--- src/pbc_pkg.sv ---
// Package for the pixel brightness curve block.
// Shared widths, pipeline depths, derived-configuration struct and level table builder.
// No dependencies.
package pbc_pkg;

  localparam int LEVELS_DEF = 256;
  localparam int MW         = 12;
  localparam int SQ_STAGES  = 32;
  localparam int DIV_STAGES = 8;
  localparam int LAT        = 3 + SQ_STAGES + 3 + DIV_STAGES + 1;
  localparam int CFG_SETTLE = 2;
  localparam logic signed [15:0] IDENT_LIM = 16'sd16;

  typedef struct packed {
    logic signed [15:0] a;
    logic signed [28:0] d1;
    logic [55:0]        d1sq;
    logic [30:0]        den;
    logic               neg;
    logic               ident;
  } pbc_cfg_t;

  typedef logic [MW-1:0] ttab_t [256];

  function automatic ttab_t build_ttab(int m);
    ttab_t r;
    for (int i = 0; i < 256; i++) begin
      r[i] = MW'((i * m * 2 + 255) / 510);
    end
    return r;
  endfunction

endpackage

--- src/pbc_cfg.sv ---
// Intensity register and the per-configuration constants derived from it.
// Depends on pbc_pkg.
module pbc_cfg #(
  parameter int LEVELS = pbc_pkg::LEVELS_DEF
) (
  input  logic              clk,
  input  logic              rst,
  input  logic              cfg_valid,
  output logic              cfg_ready,
  input  logic [15:0]       cfg_data,
  output pbc_pkg::pbc_cfg_t cfg,
  output logic              busy
);
  import pbc_pkg::*;

  localparam logic [MW-1:0] M = MW'(LEVELS - 1);

  logic signed [15:0] a;
  logic signed [28:0] d1;
  logic [26:0]        am;
  logic [55:0]        d1sq;
  logic [1:0]         cnt;
  logic signed [16:0] amq;
  logic [16:0]        aabs;
  logic [27:0]        d1abs;
  logic signed [29:0] d1_full;

  assign cfg_ready = 1'b1;
  assign amq  = $signed({a[15], a}) - 17'sd16384;
  assign aabs = a[15] ? 17'(-$signed({a[15], a})) : {1'b0, a};
  assign d1_full = amq * $signed({1'b0, M});
  assign d1abs = d1[28] ? 28'(-d1) : d1[27:0];

  always_ff @(posedge clk) begin
    if (rst) begin
      a   <= '0;
      cnt <= '0;
    end else begin
      if (cfg_valid) begin
        a   <= $signed(cfg_data);
        cnt <= 2'(CFG_SETTLE);
      end else if (cnt != '0) begin
        cnt <= cnt - 2'd1;
      end
    end
    d1   <= d1_full[28:0];
    am   <= 27'(aabs) * 27'(M);
    d1sq <= d1abs * d1abs;
  end

  assign busy      = (cnt != '0);
  assign cfg.a     = a;
  assign cfg.d1    = d1;
  assign cfg.d1sq  = d1sq;
  assign cfg.den   = {1'b0, am, 3'b000};
  assign cfg.neg   = a[15];
  assign cfg.ident = (a >= -IDENT_LIM) && (a <= IDENT_LIM);

endmodule

--- config.mk ---
export PLATFORM = sky130hd
export DESIGN_NAME = pbc_cfg
export DESIGN_NICKNAME = d
export VERILOG_FILES = /design/src/pbc_pkg.sv /design/src/pbc_cfg.sv
export SDC_FILE = /design/constraint.sdc
export NUM_CORES = 2
export LEC_CHECK = 0
export BUFFER_PORTS_ARGS = -buffer_cell sky130_fd_sc_hd__buf_2
export CORE_MARGIN = 1.5
export CORE_UTILIZATION = 35
export CTS_CLUSTER_SIZE = 28
export DETAILED_ROUTE_END_ITERATION = 8
export PLACE_DENSITY_LB_ADDON = 0.12
export SLEW_MARGIN = 20
export SYNTH_ARGS = -nofsm -noshare
export SYNTH_HDL_FRONTEND = slang
export SYNTH_SLANG_ARGS = --single-unit
export TNS_END_PERCENT = 10
--- constraint.sdc ---
create_clock -name clk -period 10.3 [get_ports clk]
set_clock_uncertainty 0.1 [all_clocks]
set_input_delay 2.06 -clock clk [delete_from_list [all_inputs] [get_ports clk]]
set_output_delay 2.06 -clock clk [all_outputs]
set_load 0.02 [all_outputs]
### Word level (Yosys, flattened, before mapping)

Index checks and enable logic that the tools add are counted.

| operators by class | value |
|---|---|
| $add $sub $neg | 4 |
| magnitude comparators | 2 |
| muxes and demuxes | 4 |
| reductions and logical operators | 4 |
| multipliers | 3 |

Operator list:

| operator | number |
|---|---|
| multiplier 28 x 28 -> 56 bit | 1 |
| two-way mux 28 bit | 1 |
| negation 26 -> 28 bit | 1 |
| multiplier 17 x 9 -> 26 bit (second input constant) | 1 |
| multiplier 17 x 8 -> 25 bit (second input constant) | 1 |
| two-way mux 17 bit | 1 |
| negation 16 -> 17 bit | 1 |
| subtractor 16 x 16 -> 17 bit (second input constant) | 1 |
| greater-or-equal comparator 16 x 5 -> 1 bit (second input constant) | 1 |
| <= comparator 16 x 6 -> 1 bit (second input constant) | 1 |
| two-way mux 2 bit | 2 |
| nonzero test 2 bit | 2 |
| OR reduction 2 bit | 1 |
| subtractor 2 x 1 -> 2 bit (second input constant) | 1 |
| logical AND 1 bit | 1 |

| storage, ports and cells | value |
|---|---|
| bits of input ports | 19 |
| word-level logic and storage cells | 23 |
| register bits after elaboration | 125 |

### Logic depth before layout (Yosys ltp)

| logic depth | value |
|---|---|
| word-level depth | 3 |
| depth in mapped cells | 36 |

### Worst setup path after synthesis

OpenSTA, ideal clock, no wires.

| timing | value |
|---|---|
| path type | register to register |
| start | register d1[9] |
| end | register d1sq[49] |
| period minus slack after synthesis | 8.813 ns |
| buffers on the path | 2 |
| slack | 1.487 ns |
| required time | 10.128 ns |
| arrival time | 8.641 ns |
| stages on the path, launching flop included | 32 |
| cell sequence | dfxtp_1 > or4_4 > or3_4 > nor4_4 > nand3_2 > o21ai_0 > xnor2_1 > clkinv_1 > buf_4 > nor2_1 > fa_1 > fa_1 > fa_1 > inv_1 > fa_1 > inv_1 > fa_1 > fa_1 > inv_1 > fa_1 > inv_1 > ha_1 > clkbuf_1 > nand2_1 > o21a_1 > o21a_1 > o21ai_0 > a41oi_1 > o31ai_1 > a221oi_1 > o31ai_1 > xnor2_1 |

| between the ends | value |
|---|---|
| word-level cells in the longest chain between the ends | 3 |

RTL lines:

| item | line | text |
|---|---|---|
| start, declared | pbc_cfg.sv:19 | `logic signed [28:0] d1;` |
| start signal, assigned | pbc_cfg.sv:46 | `d1 <= d1_full[28:0];` |
| negation 26 -> 28 bit | pbc_cfg.sv:32 | `assign d1abs = d1[28] ? 28'(-d1) : d1[27:0];` |
| two-way mux 28 bit * | pbc_cfg.sv:32 |  |
| multiplier 28 x 28 -> 56 bit * | pbc_cfg.sv:48 | `d1sq <= d1abs * d1abs;` |
| end signal, assigned | pbc_cfg.sv:48 |  |
| end, declared | pbc_cfg.sv:21 | `logic [55:0] d1sq;` |

Every way passes the cells marked *; elsewhere a longest branch is shown, timed or not.
A chain may end at the register's enable or synchronous reset.

### Worst setup path after layout

| timing | value |
|---|---|
| start | register d1[9] |
| end | register d1sq[52] |

Same word-level chain as after synthesis.

==> flow_summary.yaml <==
route:
  antenna_left: 0
  drc: 0
  first_pass_iters: 5
  initialDrtViolationCount: 1006
  wl_per_cell_microns: 18.3
  viasPerCell: 4.52
  wl_microns: 87500
  vias: 21680
sta:
  setup_tns_ns: 0
  whs_ns: 0.347
  rsz0062_at_grt: "no"
  report.final.slew_viol_count: 0
  slew_headroom_pct: 25.0
  fin_crit_ns: 9.68
  hold_viol: 0
  max_freq_ghz: 0.103
  setup-violations-final: 0
  worstMarginPinSlew_ns: 1.12
  period_share_pct: 94.0
global_routing:
  grt_pass1_wl_microns: 140000
  overflow: 0
  track_usage_pct: 20.1
  grt_pass1_vias: 23870
  antenna_found_initial: 0
  grt_max_degree: 24
clock_tree:
  h-tree-depth: 4
  cts_hold_buf: 0
  cts.sink_count: 123
  clockBufferDepth: 2
  cts_root_buffer: "clkbuf_16"
  cts_setup_buffers: 0
  cts_buffers: 17
  postCtsResizedCells: 0
  cts_tree: "done"
  clock_latency_ns: 0.50
  clkTransAtPathRegs_ns: 0.07
logic_synthesis:
  ys_types: 73
  yosysTopAreaCell: "fa_1"
  synth.area.top_cells: "fa_1 (47%), ha_1 (13%), inv_1 (12%), dfxtp_1 (7.8%), nand2_1 (3.0%)"
  synth_most_common_cell: "inv_1"
  async_flop_share_pct: 0
  synth_common_cells: "inv_1 (1007), fa_1 (751), ha_1 (323)"
  synth_top_area_share_pct: 47.3
  syn-cell-area_sq_mm: 0.0318
  synth_edf_count: 0
  synth_cells: 3347
  avgSynthCellArea_sq_um: 9.49
  ys_seq_elements: 123
  yosys_warnings: 0
  ys.flop_type: "dfxtp_1"
  yosysSeqAreaShare_pct: 7.75
min_path:
  hold_start: "cnt[0]$_SDFFE_PP0P_"
  hold_path_class: "reg2reg"
  hold_depth: 1
  min_to: "cnt[0]$_SDFFE_PP0P_"
die:
  die-area_sq_mm: 0.0925
  rows: 110
  die_w_microns: 304
  start_util_pct: 35.3
  dieHeight_microns: 304
  core_sq_mm: 0.0900
  pin_count: 155
setup_path:
  max_stage_delay_ns: 0.66
  path_buf_inv: 6
  path_delay_family: "adder cells"
  slowest_stage: "nor2_1"
  end_kind: "register"
  crit_start: "d1[9]$_DFF_P_"
  worstPathMaxFanout: 16
  rr_endpoint: "d1sq[52]$_DFF_P_"
  crit_top_cell: "fa_1"
  reg2reg_from: "d1[9]$_DFF_P_"
  worstSetupStartpointType: "register"
  cp.arrival_ns: 9.95
  worstSetupPathType: "reg2reg"
  reg2reg_depth: 28
  critPathRequiredTime_ns: 10.57
  rrSetupSlack_ns: 0.62
placed_design:
  io_buffers: 146
  dp_cells: 4759
  hpwl_microns: 75300
  routabilityCongestion: 0.870
job:
  max_cap_violations: 0
final_layout:
  drive_above_1_share_pct: 7.63
  nets: 4695
  area_growth_pct: 10.4
  fin_cells: 4792
  final_util_pct: 38.9
run_status:
  outcome: "finished clean"
## final cells by class
| class | instances | area, sq um |
|---|---|---|
| fillers | 9414 | 55000 |
| multi-input cells | 2241 | 25600 |
| inverters | 1019 | 3830 |
| flip-flops and latches | 123 | 2460 |
| well taps | 1176 | 1470 |
| repair buffers | 200 | 1140 |
| clock buffers | 17 | 425 |
| clock inverters | 15 | 170 |
| diodes | 1 | 2.50 |
## kinds of logic after synthesis
kind of cell / Yosys count / synth area share, %
mux: 22 / 0.701
compound gates: 296 / 6.10
flops: 123 / 7.75
fa+ha+maj: 1074 / 60.1
simple gates: 593 / 8.07
buf+inv: 1097 / 13.2
xor+xnor: 140 / 4.03
other cells: 2 / 0.0237
## state kept, by name, summed over array words and instances, names as in the netlist
name and count:
d1sq 55, d1 26, am 24, a 16, cnt 2
## layer usage
metal / track usage (%) / part of all wire [%] / vias to the layer above
met5: 0 / 0 / -
met4: 3.62 / 1.5 / 0
met3: 3.51 / 4.7 / 57
met2: 32.0 / 46 / 413
met1: 29.0 / 48 / 10979
li1: - / - / 10231
## how the worst max path moves through the flow
stage	endpoint	slack, ns	depth (start not counted)
6_report	d1sq[52]$_DFF_P_	0.62	28
5_1_grt	d1sq[52]$_DFF_P_	0.28	29
4_1_cts	d1sq[52]$_DFF_P_	0.67	29
3_5_place_dp	d1sq[52]$_DFF_P_	0.74	29
3_3_place_gp	d1sq[52]$_DFF_P_	0.78	28
2_1_floorplan	d1sq[49]$_DFF_P_	1.49	31
## cell usage in the layout (no fill, tap or decap), types with 52 or more instances in the layout
master and instances:
a21oi_1 102, nand2_1 251, buf_2 146, conb_1 116, buf_4 54, ha_1 323
dfxtp_1 123, nor2_1 212, inv_1 1007, fa_1 751, o21ai_0 52, xnor2_1 92
## per-stage QoR
step | setup WS (ns) | instance area [sq um]
after floorplan | 1.49 | 32200
after global placement | 0.782 | 34500
after detailed placement | 0.737 | 34500
after CTS | 0.668 | 35000
after global routing | 0.283 | 35000
final | 0.617 | 35000
Power is not shown: default switching activity piles up to over one toggle a cycle in this logic, so the estimate is an artifact.
